--- src/hw/rtl/assert_macros.svh ---
// Assertion macros shared by the serial interface RTL.
`ifndef ASSERT_MACROS_SVH
`define ASSERT_MACROS_SVH

// Condition holds at every clock edge out of reset.
`define ASSERT_ALWAYS(lbl, cond, msg) \
  lbl: assert property (@(posedge clk) disable iff (!rst_n) (cond)) else $error(msg);

// Antecedent implies consequent in the same cycle.
`define ASSERT_IMPLY(lbl, ante, cons, msg) \
  lbl: assert property (@(posedge clk) disable iff (!rst_n) (ante) |-> (cons)) else $error(msg);

`endif

--- src/hw/rtl/acia_pkg.sv ---
// Types, codes and helper functions for the serial interface.
`timescale 1ns / 1ps
package acia_pkg;

  // Bus access / clock tick codes carried in tuser
  typedef enum logic [2:0] {
    KIND_CTRL_WR = 3'd0,
    KIND_DATA_WR = 3'd1,
    KIND_STAT_RD = 3'd2,
    KIND_DATA_RD = 3'd3,
    KIND_RX_CLK  = 3'd4,
    KIND_TX_CLK  = 3'd5
  } kind_t;

  // Character framing phases
  typedef enum logic [2:0] {
    PH_START    = 3'd0,
    PH_DATA     = 3'd1,
    PH_PARITY   = 3'd2,
    PH_STOP     = 3'd3,
    PH_COMPLETE = 3'd4
  } phase_t;

  typedef enum logic [1:0] {
    PAR_NONE = 2'd0,
    PAR_EVEN = 2'd1,
    PAR_ODD  = 2'd2
  } par_t;

  // Control word divide codes
  localparam logic [1:0] DIV_1      = 2'd0;
  localparam logic [1:0] DIV_16     = 2'd1;
  localparam logic [1:0] DIV_64     = 2'd2;
  localparam logic [1:0] DIV_MRESET = 2'd3;

  localparam int unsigned CTRL_RIE_BIT = 7;
  localparam logic [3:0]  BITS_7      = 4'd7;
  localparam logic [3:0]  BITS_8      = 4'd8;
  localparam logic [5:0]  PRE_16_LIM  = 6'd16;

  // Receiver control from the top level
  typedef struct packed {
    logic       mreset;
    logic       start;
    logic       tick;
    logic       line;
    logic [2:0] fmt;
    logic [1:0] div_sel;
  } rx_cmd_t;

  // Receiver status events
  typedef struct packed {
    logic full_set;
    logic pe_set;
  } rx_evt_t;

  // Transmitter control from the top level
  typedef struct packed {
    logic       mreset;
    logic       load;
    logic       tick;
    logic [7:0] data;
    logic [2:0] fmt;
    logic [1:0] div_sel;
  } tx_cmd_t;

  typedef struct packed {
    logic tdre_set;
    logic line_nxt;
  } tx_stat_t;

  // 7-bit formats are codes 0..3
  function automatic logic fmt_is7(input logic [2:0] fmt);
    return ~fmt[2];
  endfunction

  function automatic logic [3:0] fmt_bits(input logic [2:0] fmt);
    return fmt[2] ? BITS_8 : BITS_7;
  endfunction

  function automatic par_t fmt_parity(input logic [2:0] fmt);
    par_t p;
    if (fmt inside {3'd0, 3'd2, 3'd6}) begin
      p = PAR_EVEN;
    end else if (fmt inside {3'd1, 3'd3, 3'd7}) begin
      p = PAR_ODD;
    end else begin
      p = PAR_NONE;
    end
    return p;
  endfunction

  // Prescaler step: returns {bit_time, next_count}
  function automatic logic [6:0] prescale_step(input logic [5:0] pre, input logic [1:0] sel);
    logic [5:0] nxt;
    logic       hit;
    nxt = pre + 6'd1;
    case (sel)
      DIV_16:  hit = (nxt >= PRE_16_LIM) || (nxt == 6'd0);
      DIV_64:  hit = (nxt == 6'd0);
      default: hit = 1'b1;
    endcase
    return hit ? {1'b1, 6'd0} : {1'b0, nxt};
  endfunction

endpackage

--- src/hw/rtl/acia_rx.sv ---
// Receiver: prescaler, framing phases, shifter and holding register.
`timescale 1ns / 1ps
`include "assert_macros.svh"
module acia_rx (
  input  logic              clk,
  input  logic              rst_n,
  input  acia_pkg::rx_cmd_t cmd,
  output logic [7:0]        holding,
  output acia_pkg::rx_evt_t evt
);
  import acia_pkg::*;

  logic       run_r, run_nxt;
  logic [5:0] pre_r, pre_nxt;
  phase_t     phase_r, phase_nxt;
  logic [7:0] sh_r, sh_nxt;
  logic [3:0] cnt_r, cnt_nxt;
  logic       acc_r, acc_nxt;
  logic [7:0] hold_r, hold_nxt;
  logic [6:0] ps;
  logic [7:0] sh_in;
  logic       acc_in;
  par_t       par;

  assign par     = fmt_parity(cmd.fmt);
  assign ps      = prescale_step(pre_r, cmd.div_sel);
  assign sh_in   = sh_r | {cmd.line, 7'd0};
  assign acc_in  = acc_r ^ cmd.line;
  assign holding = hold_r;

  // Next-state logic for one bus access or tick
  always_comb begin
    run_nxt   = run_r;
    pre_nxt   = pre_r;
    phase_nxt = phase_r;
    sh_nxt    = sh_r;
    cnt_nxt   = cnt_r;
    acc_nxt   = acc_r;
    hold_nxt  = hold_r;
    evt       = '0;
    if (cmd.mreset) begin
      run_nxt   = 1'b0;
      pre_nxt   = '0;
      phase_nxt = PH_START;
      sh_nxt    = '0;
      cnt_nxt   = '0;
      acc_nxt   = 1'b0;
      hold_nxt  = '0;
    end else if (cmd.start) begin
      run_nxt = 1'b1;
      pre_nxt = '0;
    end else if (cmd.tick && run_r) begin
      pre_nxt = ps[5:0];
      if (ps[6]) begin
        case (phase_r)
          PH_DATA: begin
            acc_nxt = acc_in;
            if (cnt_r <= 4'd1) begin
              cnt_nxt   = '0;
              sh_nxt    = fmt_is7(cmd.fmt) ? (sh_in >> 1) : sh_in;
              phase_nxt = (par == PAR_NONE) ? PH_STOP : PH_PARITY;
            end else begin
              cnt_nxt = cnt_r - 4'd1;
              sh_nxt  = sh_in >> 1;
            end
          end
          PH_PARITY: begin
            evt.pe_set = (par == PAR_EVEN) ? acc_in : ~acc_in;
            acc_nxt    = 1'b0;
            phase_nxt  = PH_STOP;
          end
          PH_STOP: phase_nxt = PH_COMPLETE;
          PH_COMPLETE: begin
            hold_nxt     = sh_r;
            evt.full_set = 1'b1;
            phase_nxt    = PH_START;
          end
          default: begin
            // start bit hunt; stray phase codes land here too
            if (!cmd.line) begin
              sh_nxt    = '0;
              acc_nxt   = 1'b0;
              cnt_nxt   = fmt_bits(cmd.fmt);
              phase_nxt = PH_DATA;
            end else begin
              phase_nxt = PH_START;
            end
          end
        endcase
      end
    end
  end

  // State registers
  always_ff @(posedge clk) begin
    if (!rst_n) begin
      run_r   <= 1'b0;
      pre_r   <= '0;
      phase_r <= PH_START;
      sh_r    <= '0;
      cnt_r   <= '0;
      acc_r   <= 1'b0;
      hold_r  <= '0;
    end else begin
      run_r   <= run_nxt;
      pre_r   <= pre_nxt;
      phase_r <= phase_nxt;
      sh_r    <= sh_nxt;
      cnt_r   <= cnt_nxt;
      acc_r   <= acc_nxt;
      hold_r  <= hold_nxt;
    end
  end

  // A stopped receiver sits at start with a clear prescaler
  `ASSERT_IMPLY(a_rx_idle, !run_r, (phase_r == PH_START) && (pre_r == 6'd0), "rx stopped mid-frame")

endmodule

--- src/hw/rtl/acia_tx.sv ---
// Transmitter: prescaler, framing phases, shifter and line driver.
`timescale 1ns / 1ps
`include "assert_macros.svh"
module acia_tx (
  input  logic               clk,
  input  logic               rst_n,
  input  acia_pkg::tx_cmd_t  cmd,
  output acia_pkg::tx_stat_t stat
);
  import acia_pkg::*;

  logic       run_r, run_nxt;
  logic [5:0] pre_r, pre_nxt;
  phase_t     phase_r, phase_nxt;
  logic [7:0] sh_r, sh_nxt;
  logic [3:0] cnt_r, cnt_nxt;
  logic       acc_r, acc_nxt;
  logic       line_r, line_nxt;
  logic [6:0] ps;
  par_t       par;

  assign par = fmt_parity(cmd.fmt);
  assign ps  = prescale_step(pre_r, cmd.div_sel);

  // Next-state logic for one bus access or tick
  always_comb begin
    run_nxt       = run_r;
    pre_nxt       = pre_r;
    phase_nxt     = phase_r;
    sh_nxt        = sh_r;
    cnt_nxt       = cnt_r;
    acc_nxt       = acc_r;
    line_nxt      = line_r;
    stat.tdre_set = 1'b0;
    if (cmd.mreset) begin
      run_nxt   = 1'b0;
      pre_nxt   = '0;
      phase_nxt = PH_START;
      sh_nxt    = '0;
      cnt_nxt   = '0;
      acc_nxt   = 1'b0;
      line_nxt  = 1'b1;
    end else if (cmd.load) begin
      // phase kept: a load mid-character replaces the remaining bits
      sh_nxt  = cmd.data;
      run_nxt = 1'b1;
      pre_nxt = '0;
    end else if (cmd.tick && run_r) begin
      pre_nxt = ps[5:0];
      if (ps[6]) begin
        case (phase_r)
          PH_DATA: begin
            line_nxt = sh_r[0];
            acc_nxt  = acc_r ^ sh_r[0];
            sh_nxt   = sh_r >> 1;
            if (cnt_r <= 4'd1) begin
              cnt_nxt   = '0;
              phase_nxt = (par == PAR_NONE) ? PH_STOP : PH_PARITY;
            end else begin
              cnt_nxt = cnt_r - 4'd1;
            end
          end
          PH_PARITY: begin
            line_nxt  = (par == PAR_EVEN) ? acc_r : ~acc_r;
            acc_nxt   = 1'b0;
            phase_nxt = PH_STOP;
          end
          PH_STOP: begin
            line_nxt  = 1'b1;
            phase_nxt = PH_COMPLETE;
          end
          PH_COMPLETE: begin
            stat.tdre_set = 1'b1;
            run_nxt       = 1'b0;
            phase_nxt     = PH_START;
          end
          default: begin
            line_nxt  = 1'b0;
            acc_nxt   = 1'b0;
            cnt_nxt   = fmt_bits(cmd.fmt);
            phase_nxt = PH_DATA;
          end
        endcase
      end
    end
    stat.line_nxt = line_nxt;
  end

  // State registers
  always_ff @(posedge clk) begin
    if (!rst_n) begin
      run_r   <= 1'b0;
      pre_r   <= '0;
      phase_r <= PH_START;
      sh_r    <= '0;
      cnt_r   <= '0;
      acc_r   <= 1'b0;
      line_r  <= 1'b1;
    end else begin
      run_r   <= run_nxt;
      pre_r   <= pre_nxt;
      phase_r <= phase_nxt;
      sh_r    <= sh_nxt;
      cnt_r   <= cnt_nxt;
      acc_r   <= acc_nxt;
      line_r  <= line_nxt;
    end
  end

  // Idle transmitter holds the line high at start
  `ASSERT_IMPLY(a_tx_idle, !run_r, line_r && (phase_r == PH_START), "tx idle but line low")

endmodule

--- src/hw/rtl/acia_serial_interface.sv ---
// Each word waits in the input register until the output register can take its result.
// Throughput: one word per cycle while out_tready is high; the input and output registers
// each hold one word, and every word is decoded and applied in a single pass between them.
// Reset (rst_n low, synchronous) empties both registers and restores idle status 0x02.
// A control write with divide code 3 is a master reset while the port stays live.
`timescale 1ns / 1ps
`include "assert_macros.svh"
module acia_serial_interface (
  input  logic        clk,
  input  logic        rst_n,
  input  logic        in_tvalid,
  output logic        in_tready,
  input  logic [15:0] in_tdata,   // [7:0] write_data, [8] rx_line, [15:9] zero
  input  logic [2:0]  in_tuser,   // [2:0] kind
  output logic        out_tvalid,
  input  logic        out_tready,
  output logic [15:0] out_tdata   // [7:0] read_data, [8] tx_line, [9] irq_line, [15:10] zero
);
  import acia_pkg::*;

  // Input register
  logic       s1_vld_r;
  kind_t      s1_kind_r;
  logic [7:0] s1_wd_r;
  logic       s1_rx_r;
  logic       adv;

  // Output register
  logic        out_vld_r;
  logic [15:0] out_data_r;

  // Block state
  logic [7:0] ctrl_r, ctrl_nxt;
  logic       mres_r, mres_nxt;
  logic [1:0] div_r, div_nxt;
  logic       st_rdrf_r, st_rdrf_nxt;
  logic       st_tdre_r, st_tdre_nxt;
  logic       st_pe_r, st_pe_nxt;
  logic       st_irq_r, st_irq_nxt;
  logic       irq_r, irq_nxt;

  rx_cmd_t    rx_cmd;
  rx_evt_t    rx_evt;
  tx_cmd_t    tx_cmd;
  tx_stat_t   tx_stat;
  logic [7:0] rx_hold;
  logic [7:0] rd;
  logic       ctrl_wr, mres_wr;

  assign adv        = s1_vld_r && (!out_vld_r || out_tready);
  assign in_tready  = !s1_vld_r || adv;
  assign out_tvalid = out_vld_r;
  assign out_tdata  = out_data_r;

  assign ctrl_wr = adv && (s1_kind_r == KIND_CTRL_WR);
  assign mres_wr = ctrl_wr && (s1_wd_r[1:0] == DIV_MRESET);

  // Commands to the receiver and transmitter
  always_comb begin
    rx_cmd.mreset  = mres_wr;
    rx_cmd.start   = ctrl_wr && !mres_wr;
    rx_cmd.tick    = adv && (s1_kind_r == KIND_RX_CLK);
    rx_cmd.line    = s1_rx_r;
    rx_cmd.fmt     = ctrl_r[4:2];
    rx_cmd.div_sel = div_r;
    tx_cmd.mreset  = mres_wr;
    tx_cmd.load    = adv && (s1_kind_r == KIND_DATA_WR) && !mres_r;
    tx_cmd.tick    = adv && (s1_kind_r == KIND_TX_CLK);
    tx_cmd.data    = s1_wd_r;
    tx_cmd.fmt     = ctrl_r[4:2];
    tx_cmd.div_sel = div_r;
  end

  acia_rx u_rx (
    .clk     (clk),
    .rst_n   (rst_n),
    .cmd     (rx_cmd),
    .holding (rx_hold),
    .evt     (rx_evt)
  );

  acia_tx u_tx (
    .clk   (clk),
    .rst_n (rst_n),
    .cmd   (tx_cmd),
    .stat  (tx_stat)
  );

  // Register decode, status update and read data
  always_comb begin
    ctrl_nxt    = ctrl_r;
    mres_nxt    = mres_r;
    div_nxt     = div_r;
    st_rdrf_nxt = st_rdrf_r;
    st_tdre_nxt = st_tdre_r;
    st_pe_nxt   = st_pe_r;
    st_irq_nxt  = st_irq_r;
    irq_nxt     = irq_r;
    rd          = '0;
    if (adv) begin
      case (s1_kind_r)
        KIND_CTRL_WR: begin
          ctrl_nxt = s1_wd_r;
          if (mres_wr) begin
            mres_nxt    = 1'b1;
            st_rdrf_nxt = 1'b0;
            st_tdre_nxt = 1'b1;
            st_pe_nxt   = 1'b0;
            st_irq_nxt  = 1'b0;
            irq_nxt     = 1'b0;
          end else begin
            mres_nxt = 1'b0;
            div_nxt  = s1_wd_r[1:0];
          end
        end
        KIND_DATA_WR: begin
          if (!mres_r) begin
            st_tdre_nxt = 1'b0;
          end
        end
        KIND_STAT_RD: rd = {st_irq_r, st_pe_r, 4'd0, st_tdre_r, st_rdrf_r};
        KIND_DATA_RD: begin
          st_rdrf_nxt = 1'b0;
          st_pe_nxt   = 1'b0;
          st_irq_nxt  = 1'b0;
          irq_nxt     = 1'b0;
          rd          = rx_hold;
        end
        KIND_RX_CLK: begin
          if (rx_evt.pe_set) begin
            st_pe_nxt = 1'b1;
          end
          if (rx_evt.full_set) begin
            st_rdrf_nxt = 1'b1;
            if (ctrl_r[CTRL_RIE_BIT]) begin
              st_irq_nxt = 1'b1;
              irq_nxt    = 1'b1;
            end
          end
        end
        KIND_TX_CLK: begin
          if (tx_stat.tdre_set) begin
            st_tdre_nxt = 1'b1;
          end
        end
        default: ;
      endcase
    end
  end

  // Input register
  always_ff @(posedge clk) begin
    if (!rst_n) begin
      s1_vld_r <= 1'b0;
    end else if (in_tready) begin
      s1_vld_r <= in_tvalid;
    end
  end

  always_ff @(posedge clk) begin
    if (in_tready && in_tvalid) begin
      s1_kind_r <= kind_t'(in_tuser);
      s1_wd_r   <= in_tdata[7:0];
      s1_rx_r   <= in_tdata[8];
    end
  end

  // Output register
  always_ff @(posedge clk) begin
    if (!rst_n) begin
      out_vld_r <= 1'b0;
    end else if (adv) begin
      out_vld_r <= 1'b1;
    end else if (out_tready) begin
      out_vld_r <= 1'b0;
    end
  end

  always_ff @(posedge clk) begin
    if (adv) begin
      out_data_r <= {6'd0, irq_nxt, tx_stat.line_nxt, rd};
    end
  end

  // Control and status registers
  always_ff @(posedge clk) begin
    if (!rst_n) begin
      ctrl_r    <= '0;
      mres_r    <= 1'b0;
      div_r     <= DIV_1;
      st_rdrf_r <= 1'b0;
      st_tdre_r <= 1'b1;
      st_pe_r   <= 1'b0;
      st_irq_r  <= 1'b0;
      irq_r     <= 1'b0;
    end else begin
      ctrl_r    <= ctrl_nxt;
      mres_r    <= mres_nxt;
      div_r     <= div_nxt;
      st_rdrf_r <= st_rdrf_nxt;
      st_tdre_r <= st_tdre_nxt;
      st_pe_r   <= st_pe_nxt;
      st_irq_r  <= st_irq_nxt;
      irq_r     <= irq_nxt;
    end
  end

  // Interrupt pin tracks the interrupt status bit
  `ASSERT_ALWAYS(a_irq_match, irq_r == st_irq_r, "irq line and status bit differ")
  // Held in master reset: transmitter empty, nothing received
  `ASSERT_IMPLY(a_mres_idle, mres_r, st_tdre_r && !st_rdrf_r && !irq_r, "activity in master reset")
  // Master reset divide code is never latched as the divide
  `ASSERT_ALWAYS(a_div_legal, div_r != DIV_MRESET, "reset code latched as divide")

endmodule

--- config.mk ---
export PLATFORM = sky130hd
export DESIGN_NAME = acia_serial_interface
export DESIGN_NICKNAME = d
export VERILOG_FILES = /design/src/hw/rtl/acia_pkg.sv /design/src/hw/rtl/acia_rx.sv /design/src/hw/rtl/acia_tx.sv /design/src/hw/rtl/acia_serial_interface.sv
export VERILOG_INCLUDE_DIRS = /design/src /design/src/hw/rtl
export SDC_FILE = /design/constraint.sdc
export NUM_CORES = 1
export LEC_CHECK = 0
export BUFFER_PORTS_ARGS = -buffer_cell sky130_fd_sc_hd__buf_2
export CAP_MARGIN = 25
export CORE_MARGIN = 2
export CORE_UTILIZATION = 40
export CTS_CLUSTER_DIAMETER = 100
export DETAILED_ROUTE_END_ITERATION = 6
export GPL_ROUTABILITY_DRIVEN = 0
export GPL_TIMING_DRIVEN = 0
export PLACE_DENSITY = 0.61
export SYNTH_ARGS = -nofsm -noshare
export SYNTH_HDL_FRONTEND = slang
export SYNTH_SLANG_ARGS = --single-unit
--- constraint.sdc ---
create_clock -name clk -period 2.3 [get_ports clk]
set_input_delay 0.115 -clock clk [delete_from_list [all_inputs] [get_ports clk]]
set_output_delay 0.115 -clock clk [all_outputs]
set_load 0.03 [all_outputs]
# Word-level counts from Yosys, hierarchy flattened
# Cells that the tools add are included.
[totals]
word_cells = 208
in_bits = 23
register_bits = 95
output_inout_bits = 18
[op_classes]
n_eq_ne = 32
bitwise = 13
n_addsub = 4
n_lt_le_gt_ge = 4
mux = 72
n_reduce_logical = 55
[op_table]
columns = ["cell", "count"]
rows = [
  ["two-way mux 8 bit", 7],
  ["two-way mux 1 bit", 35],
  ["one-hot mux 8 bit (2 select lines)", 2],
  ["AND reduction 4 bit", 7],
  ["equality test 3 x 2 -> 1 bit, second input constant", 8],
  ["one-hot mux 3 bit (4 select lines)", 2],
  ["AND reduction 5 bit", 4],
  ["equality test 3 bit, second input constant", 6],
  ["one-hot mux 1 bit (3 select lines)", 6],
  ["two-way mux 4 bit", 4],
  ["one-hot mux 4 bit (2 select lines)", 2],
  ["two-way mux 7 bit", 2],
  ["adder 6 x 1 -> 6 bit, second input constant", 2],
  ["equality test 3 x 1 -> 1 bit, second input constant", 4],
  ["greater-or-equal comparator 6 x 5 -> 1 bit, second input constant", 2],
  ["zero test 6 bit", 2],
  ["two-way mux 2 bit", 6],
  ["!= test 2 bit, second input constant", 6],
  ["nonzero test 3 bit", 4],
  ["OR reduction 3 bit", 4],
  ["logical AND 1 bit", 11],
  ["inverter 1 bit", 10],
  ["nonzero test 2 bit", 5],
  ["AND reduction 3 bit", 3],
  ["other kinds (17)", 36],
]

# Logic depth before layout (Yosys ltp)
# Gate-level depths: netlist of run 1.
[depth]
ltp_word = 14
depth_mapped = 8
ltp_nobuf = 7

# By module
# From an unflattened synthesis of run 1, not the netlist that was laid out.
[hier_totals]
cells_unflattened = 535
hier_area_um2 = 4762.1
[modules_own_cells]
columns = ["module", "cells_each", "seq_area_each_um2", "area_per_inst_um2", "instances"]
rows = [
  ["acia_rx", 220, 620.6, 1764.2, 1],
  ["acia_tx", 195, 480.5, 1517.7, 1],
  ["acia_serial_interface", 120, 940.9, 1480.2, 1],
]

# Worst setup path after synthesis of run 1
# Ideal clock, no wire load.
[synth_timing]
kind = "reg2reg"
startpoint = "reg u_rx.pre_r[0]"
endpoint = "reg out_data_r[9] (netlist: out_tdata[9]), data pin"
arrival_time_ns = 1.824
path_stages_with_launch = 9
setup_ns = 0.254
t_required_ns = 2.046
setup_slack_ns = 0.221
period_less_slack_ns = 2.079
path_cell_list = "dfxtp_1 > ha_1 > nand3_1 > xor2_1 > a311o_2 > nand4_1 > buf_4 > nor2_1 > o21a_1"
[synth_via]
elab_chain_len = 12
[synth_rtl]
columns = ["item", "line_no", "source"]
rows = [
  ["start: declaration", "acia_rx.sv:14", "logic [5:0] pre_r, pre_nxt;"],
  ["start signal: assignment", "acia_rx.sv:106", "pre_r <= pre_nxt;"],
  ["adder 6 x 1 -> 6 bit (*)", "acia_pkg.sv:97", "nxt = pre + 6'd1;"],
  ["greater-or-equal comparator 6 x 5 -> 1 bit or zero test 6 bit (tied branches)", "acia_pkg.sv:99, acia_pkg.sv:100", ""],
  ["logical OR 1 bit", "acia_pkg.sv:99", "DIV_16: hit = (nxt >= PRE_16_LIM) || (nxt == 6'd0);"],
  ["one-hot mux 1 bit (2 select lines) (*)", "acia_pkg.sv:98", "case (sel)"],
  ["two-way mux 7 bit (*)", "acia_pkg.sv:103", "return hit ? {1'b1, 6'd0} : {1'b0, nxt};"],
  ["two-way mux 2 bit (*)", "acia_rx.sv:54", "if (ps[6]) begin"],
  ["two-way mux 2 bit (*)", "acia_rx.sv:52", "end else if (cmd.tick && run_r) begin"],
  ["two-way mux 2 bit (*)", "acia_rx.sv:49", "end else if (cmd.start) begin"],
  ["two-way mux 2 bit (*)", "acia_rx.sv:41", "if (cmd.mreset) begin"],
  ["two-way mux 1 bit (*)", "acia_serial_interface.sv:133", "if (rx_evt.full_set) begin"],
  ["one-hot mux 1 bit (3 select lines) (*)", "acia_serial_interface.sv:101", "case (s1_kind_r)"],
  ["two-way mux 1 bit (*)", "acia_serial_interface.sv:100", "if (adv) begin"],
  ["net irq_nxt", "acia_serial_interface.sv:40", "logic irq_r, irq_nxt;"],
  ["end signal: assignment", "acia_serial_interface.sv:181", "out_data_r <= {6'd0, irq_nxt, tx_stat.line_nxt, rd};"],
  ["end: declaration", "acia_serial_interface.sv:30", "logic [15:0] out_data_r;"],
]
# Mark *: on every way through the listed nets, which the timed path passes. The rest lies on a longest branch.
# A chain may end at the register's enable or synchronous reset.

# Final worst setup path of run 1
[layout_timing]
startpoint = "reg s1_kind_r[1]"
endpoint = "reg out_data_r[8] (netlist: out_tdata[8]), data pin"
[layout_via]
elab_chain_len = 6
[layout_rtl]
columns = ["item", "line_no", "source"]
rows = [
  ["start: declaration", "acia_serial_interface.sv:23", "kind_t s1_kind_r;"],
  ["start signal: assignment", "acia_serial_interface.sv:162", "s1_kind_r <= kind_t'(in_tuser);"],
  ["equality test 3 bit", "acia_serial_interface.sv:68", "tx_cmd.tick = adv && (s1_kind_r == KIND_TX_CLK);"],
  ["logical AND 1 bit", "acia_serial_interface.sv:68", ""],
  ["logical AND 1 bit", "acia_tx.sv:48", "end else if (cmd.tick && run_r) begin"],
  ["two-way mux 1 bit", "acia_tx.sv:48", ""],
  ["two-way mux 1 bit", "acia_tx.sv:43", "end else if (cmd.load) begin"],
  ["two-way mux 1 bit (*)", "acia_tx.sv:35", "if (cmd.mreset) begin"],
  ["net u_tx.line_nxt", "acia_tx.sv:18", "logic line_r, line_nxt;"],
]
# Marks and branches as above.

==> reports/metrics.csv, run 1 <==
stage;metric;value;unit
global_routing;vias in the first global route;3251;
setup_path;Slowest-stage cell, CP;or3_1;
die;Die ar.;11860;um^2
setup_path;crit path DAT;2.36;ns
global_routing;met1 Usage GRT;0.2284;
timing;RSZ-0062 raised after global routing;no;
cts;H-tree depth;3;
setup_path;crit end category;register;
drt;TritonRoute pass-1 iters;4;
hold_path;Hold WC Path Type;input port to register;
synthesis;Seq cells post-synth;91;
die;CORE AREA;10790;um^2
global_routing;initial antenna violation count;0;
die;Die Width;108.9;um
placed_design;post-detail-place hpwl;6730;um
setup_path;Worst Path Buf+Inv;1;
timing;Final Skew;0.01077;ns
run;max-cap viol count;0;
placed_design;Placed Instance Area;4731;um^2
global_routing;GR peak layer;met2;
drt;DRC viols;0;
global_routing;global-route met2 utilization;0.2848;
timing;fin. max-slew vios;0;
synthesis;Ys Warns;0;
setup_path;max incr delay on CP;0.40;ns
pwr;maximum VDD drop;300.5;uV
finish;layout cells sized above 1;0.1663;
finish;post-route design area;5110;um^2
setup_path;Worst Path Max Fanout;8;
synthesis;Seq/Total Area, Yosys;0.4639;
synthesis;Main synth FF type;dfxtp_1;
synthesis;Avg Cell Area, Syn;9.653;um^2
timing;Slew @ Worst Pin;0.6786;ns
global_routing;GRT met3 Usage;0.03766;
synthesis;synthesized area;4402;um^2
setup_path;Top Family by Delay on Critical Path;simple AND/OR/NAND/NOR gates;
die;Die Y;108.9;um
global_routing;Global Route Usage Sum;0.1735;
synthesis;asr flop ratio synth;0;
global_routing;first-pass GRT wire length;16010;um
finish;area grow syn2layout;16.09;%
finish;Layout Utilization;0.4735;
global_routing;largest net degree at the start of global routing;16;
setup_path;Cell Chain, Critical Path;buf_6 -> and4b_1 -> nand3_2 -> a211oi_4 -> a21oi_4 -> or3_1 -> o211ai_1;
drt;Via density;5.272;
global_routing;global route total overflow;0;
synthesis;Netlist cell types;66;
drt;antenna-violating nets left;0;
drt;wire per inst;14.60;um
pwr;Lkg Pwr;1.930;nW
timing;Final min period;2.197;ns
synthesis;Syn Inst Count;456;
finish;Layout Nets;543;
cts;CTS Buf Count;9;
cts;Skew-Pair Late Insertion Delay;0.36;ns
pwr;Cell Pwr Density;579.8;nW/um^2
setup_path;Critical Path RT;2.46;ns
drt;initial DRC count;262;
die;Rows;38;
setup_path;crit path kind;register to register;
drt;Total Routed Length;9591;um
cts;root buf cell;clkbuf_8;
timing;Final setup viols;0;
cts;CTS sink cnt;91;
placed_design;I/O Buffers;27;
setup_path;startpoint types;register;
timing;Final Cycle Share;0.9554;
finish;Ant. Diodes;0;
timing;fmax;455.1;MHz
synthesis;Post-synth EDFFs;22;
cts;CTS tree;done;
cts;Longest Clk Path Bufs;2;
drt;via count;3464;
cts;Worst-path clk slew;0.09;ns
run_status;status;finished, final reports clean;
timing;Rel. slew slack;0.5476;
die;I/O pins;41;
die;Initial Util;0.4078;
timing;Hold Vio Cnt, Final;0;
report_power, final:
group	total, mW	internal [mW]	switching, mW	leakage, nW
logic	0.197	0.0732	0.124	1.07
clock network	1.08	0.507	0.577	0.0945
registers	1.68	1.66	0.0191	0.765
what timing repair did:
| action | in CTS | in global routing |
|---|---|---|
| setup buffers | 0 | 1 |
| hold endpoints to repair | 13 | 0 |
| resized for setup | 1 | 12 |
| cloned | 0 | 0 |
| endpoints found under the setup margin | 3 | 30 |
| pin swaps | 0 | 0 |
| hold buffers | 13 | 0 |
cell usage after synthesis, drive strengths merged (2+ instances only):
master | n | area share
o21a | 7 | 0.012
o211ai | 5 | 0.0085
nand2b | 5 | 0.0077
ha | 8 | 0.023
mux2i | 33 | 0.075
edfxtp | 22 | 0.15
xnor2 | 10 | 0.020
nor3 | 8 | 0.0091
inv | 18 | 0.015
dfxtp | 69 | 0.31
nand4 | 8 | 0.011
o31ai | 3 | 0.0051
a21boi | 3 | 0.0051
a211oi | 19 | 0.042
nand3 | 21 | 0.028
nor2b | 12 | 0.017
nand2 | 38 | 0.033
nor2 | 47 | 0.042
a31oi | 6 | 0.0085
nand3b | 2 | 0.0034
a21oi | 24 | 0.031
nor4b | 3 | 0.011
a21o | 2 | 0.0054
and3 | 6 | 0.0097
buf | 13 | 0.021
o22ai | 2 | 0.0028
clkbuf | 13 | 0.011
o21ai | 19 | 0.022
and2 | 5 | 0.0077
xor2 | 6 | 0.012
final timing paths:
kind | startpoint | end | slack (ns) | cells past startpoint
setup reg to reg | s1_kind_r[1]$_DFFE_PP_ | out_tdata[8]$_DFFE_PP_ | 0.10 | 7
hold reg to reg | u_rx.run_r$_SDFFE_PP0P_ | u_rx.run_r$_SDFFE_PP0P_ | 0.45 | 2
hold / removal | out_tready | out_tvalid$_SDFFE_PN0P_ | 0.09 | 3
setup / recovery | s1_kind_r[1]$_DFFE_PP_ | out_tdata[8]$_DFFE_PP_ | 0.10 | 7
routing by layer:
| layer | part of all wire | vias to the layer above |
|---|---|---|
| li1 | - | 1738 |
| met1 | 0.48 | 1650 |
| met2 | 0.47 | 67 |
| met3 | 0.041 | 9 |
| met4 | 0.010 | 0 |
| met5 | 0 | - |
layout make-up:
type	instances	area (um^2)
Buffer	25	143.9
Clock buffer	12	135.1
Clock inverter	4	52.55
Fill cell	1002	5683
Inverter	18	67.56
Multi-Input combinational cell	326	2203
Sequential cell	91	2047
Tap cell	140	175.2
Timing Repair Buffer	41	285.3
metrics by stage:
step                worst slack, ns  power (mW)  hold WS [ns]  setup TNS [ns]  cells
finish                       0.1027       2.963       0.08871               0    657
global route               0.006516       3.077       0.08733               0    657
CTS                        0.002872       2.985       0.07842               0    657
detailed placement        -0.003947       1.899        0.2934       -0.003947    628
global placement           0.004211       1.897        0.2914               0    628
floorplan                    0.2213       1.841        0.2139               0    461
state kept, by name, summed over array words and instances, names as in the netlist, 6 cells and up:
signal        cells
u_rx.holding      8
u_tx.sh_r         8
s1_wd_r           8
u_rx.pre_r        6
u_rx.sh_r         8
out_tdata        10
u_tx.pre_r        6
worst min-delay path, cell delays in order:
cell	delay, ns
buf_2	0.08
nor2b_1	0.05
o21a_1	0.16
cell families (layout without fill, tap and decap cells):
group,count (synthesis),after routing,share of synthesized area
flops,91,91,0.4639
other cells,1,6,0.0008519
compound gates,102,102,0.1666
fa+ha+maj,8,8,0.02274
simple gates,161,161,0.1913
mux,33,33,0.07504
buf+inv,44,100,0.04775
xor+xnor,16,16,0.03184
layout by cell type, fill, tap and decap left out, types with 4 or more instances in the layout:
cell           instances
dfxtp_1               67
nor2_1                45
nand2_1               37
mux2i_1               33
buf_2                 30
a21oi_1               22
edfxtp_1              22
inv_1                 18
nand3_1               17
o21ai_0               16
clkbuf_1              15
dlygate4sd3_1         13
nor2b_1               12
a211oi_1              11
xnor2_1               10
clkbuf_8               9
nand4_1                8
nor3_1                 8
o21a_1                 7
a211oi_2               7
ha_1                   7
a31oi_1                6
xor2_1                 6
buf_4                  6
conb_1                 6
and3_1                 5
o211ai_1               5
and2_1                 4
nand3_2                4
nand2b_1               4
Note: power is estimated with default switching activity, not from simulation.
==> inputs of run 2 (changes only) <==
--- a/config.mk
+++ b/config.mk
@@ -8,13 +8,12 @@
 export LEC_CHECK = 0
 export BUFFER_PORTS_ARGS = -buffer_cell sky130_fd_sc_hd__buf_2
 export CAP_MARGIN = 25
-export CORE_MARGIN = 2
-export CORE_UTILIZATION = 40
+export CORE_UTILIZATION = 50
 export CTS_CLUSTER_DIAMETER = 100
 export DETAILED_ROUTE_END_ITERATION = 6
 export GPL_ROUTABILITY_DRIVEN = 0
 export GPL_TIMING_DRIVEN = 0
-export PLACE_DENSITY = 0.61
+export PLACE_DENSITY = 0.73
 export SYNTH_ARGS = -nofsm -noshare
 export SYNTH_HDL_FRONTEND = slang
 export SYNTH_SLANG_ARGS = --single-unit
==> run 2 against run 1 <==
Effect of this change: sequential share of layout area is 0.35 points higher; critical endpoint unchanged; highest routed layer unchanged; via count grew 0.69%; final cell count shrank 5.3%; fmax fell by 3.5%; largest cell class unchanged.
==> reports/metrics.csv, run 2 (synthesis gave the netlist of run 1 again) <==
stage;metric;value;unit;change
timing;fin. max-slew vios;0;;unchanged
timing;WHS;0.09979;ns;was 0.08871 ns
pwr;Cell Pwr Density;564.6;nW/um^2;was 579.8 nW/um^2
cts;CTS Buf Count;9;;unchanged
timing;Slew @ Worst Pin;0.6685;ns;was 0.6786 ns
finish;area grow syn2layout;14.95;%;was 16.09%
timing;Rel. slew slack;0.5544;;was 0.5476
cts;H-tree depth;3;;unchanged
setup_path;Critical Path RT;2.44;ns;was 2.46 ns
die;CORE AREA;8382;um^2;was 10790 um^2
finish;commonest non-fill, non-tap cell in the layout;dfxtp_1;;unchanged
cts;Skew-Pair Late Insertion Delay;0.36;ns;about the same
cts;CTS tree;done;;unchanged
global_routing;initial antenna violation count;0;;unchanged
finish;fin cells;622;;was 657
global_routing;largest net degree at the start of global routing;17;;was 16
timing;Final setup viols;0;;unchanged
placed_design;Cells after DPL;593;;was 628
finish;most frequent cells in the layout;dfxtp_1, nor2_1, nand2_1;;unchanged
global_routing;vias in the first global route;3346;;was 3251
setup_path;startpoint types;register;;unchanged
die;Initial Util;0.5252;;was 0.4078
pwr;maximum VDD drop;293.9;uV;was 300.5 uV
timing;fmax;439.1;MHz;was 455.1 MHz
die;Die ar.;9182;um^2;was 11860 um^2
drt;wire per inst;15.26;um;was 14.60 um
timing;Hold Vio Cnt, Final;0;;unchanged
run_status;status;finished, final reports clean;;unchanged
timing;Fin Setup TNS;0;ns;unchanged
setup_path;crit end category;register;;unchanged
setup_path;crit path kind;register to register;;unchanged
drt;via count;3488;;was 3464
die;Die Y;95.83;um;was 108.9 um
timing;Final Cycle Share;0.9901;;was 0.9554
drt;initial DRC count;210;;was 262
finish;fillers;731;;was 1002
cts;CTS sink cnt;91;;unchanged
finish;Ant. Diodes;0;;unchanged
finish;Multi-input gate area;2208;um^2;was 2203 um^2
finish;FF/Latch Area;2044;um^2;was 2047 um^2
placed_design;I/O Buffers;27;;unchanged
pwr;Lkg Pwr;1.928;nW;was 1.930 nW
die;Rows;33;;was 38
setup_path;crit path DAT;2.42;ns;was 2.36 ns
drt;TritonRoute pass-1 iters;4;;unchanged
timing;Final min period;2.277;ns;was 2.197 ns
drt;Via density;5.608;;was 5.272
finish;max FFs per register;10;;unchanged
timing;final worst slack;0.02284;ns;was 0.1027 ns
run;max-cap viol count;0;;unchanged
drt;DRC viols;0;;unchanged
finish;Layout Nets;544;;was 543
die;Die Width;95.83;um;was 108.9 um
finish;layout cells sized above 1;0.1702;;was 0.1663
hold_path;Hold WC Path Type;input port to register;;unchanged
die;I/O pins;41;;unchanged
global_routing;first-pass GRT wire length;15590;um;was 16010 um
timing;Final Skew;0.01233;ns;was 0.01077 ns
setup_path;Worst Path Max Fanout;8;;unchanged
global_routing;global route total overflow;0;;unchanged
drt;antenna-violating nets left;0;;unchanged
cts;Longest Clk Path Bufs;2;;unchanged
cts;Worst-path clk slew;0.10;ns;was 0.09 ns
placed_design;pre-CTS setup slack;0.006766;ns;was -0.003947 ns
placed_design;post-detail-place hpwl;6689;um;was 6730 um
drt;Total Routed Length;9494;um;was 9591 um
global_routing;Global Route Usage Sum;0.2236;;was 0.1735
cts;root buf cell;clkbuf_8;;unchanged
[run 2: cell types whose count changed in the layout (fill, tap and decap cells not counted), sizes merged]
cell      previous run  this run
clkinv               3         2
clkbuf              25        22
inv                 18        21
clkinvlp             0         1
buf                 40        41
bufinv               1         0
[run 2: area by class of cell]
type	count	share of cell area
sequential	91	0.4041
clock inverter	6	0.009397
clock buffer	9	0.02448
multi-input combinational	326	0.4364
inverter	18	0.01335
buffer	25	0.02844
timing repair buffer	42	0.05786
tap	105	0.02596
[run 2: timing repair]
action                                  in CTS  in global routing
hold buffers                                13                  0
pin swaps                                    0                  1
hold endpoints to repair                    13                  0
gates resized for setup                      2                 10
endpoints found under the setup margin       4                 25
buffers inserted                             0                  2
[run 2: path summary, 6_finish.rpt]
check	from	to	slack [ns]	cells after the start
worst max-delay path	s1_kind_r[1]$_DFFE_PP_	out_tdata[8]$_DFFE_PP_	0.02	7
worst min-delay path	out_tready	out_tvalid$_SDFFE_PN0P_	0.1	3
worst max register to register	s1_kind_r[1]$_DFFE_PP_	out_tdata[8]$_DFFE_PP_	0.02	7
worst min register to register	u_rx.run_r$_SDFFE_PP0P_	u_rx.run_r$_SDFFE_PP0P_	0.46	2
[run 2: where the power goes]
part	internal, mW	total [mW]	switching (mW)
Combinational	0.0732	0.197	0.123
Clock	0.398	0.977	0.579
Sequential	1.66	1.68	0.0195
[run 2: metrics by stage]
stage	util	power [mW]	area, um^2
after floorplan	-	1.841	4420
after global placement	0.5592	1.893	4687
after detailed placement	0.5592	1.898	4687
after CTS	0.5958	2.885	4994
after global routing	0.6037	2.967	5060
final	0.6037	2.857	5060
[run 2: critical path: stages, from the launching register on]
cell,delay (ns)
edfxtp_1,0.39
buf_6,0.15
and4b_1,0.32
nand3_4,0.13
a211oi_4,0.31
a21oi_4,0.14
or3_1,0.41
o211ai_1,0.20
[run 2: metal layers]
layer	vias to the layer above	global-route usage	part of all wire
met3	13	0.04660	0.039
met4	0	0.07836	0.012
li1	1736	-	-
met5	-	0	0
met1	1665	0.2839	0.46
met2	74	0.3762	0.49
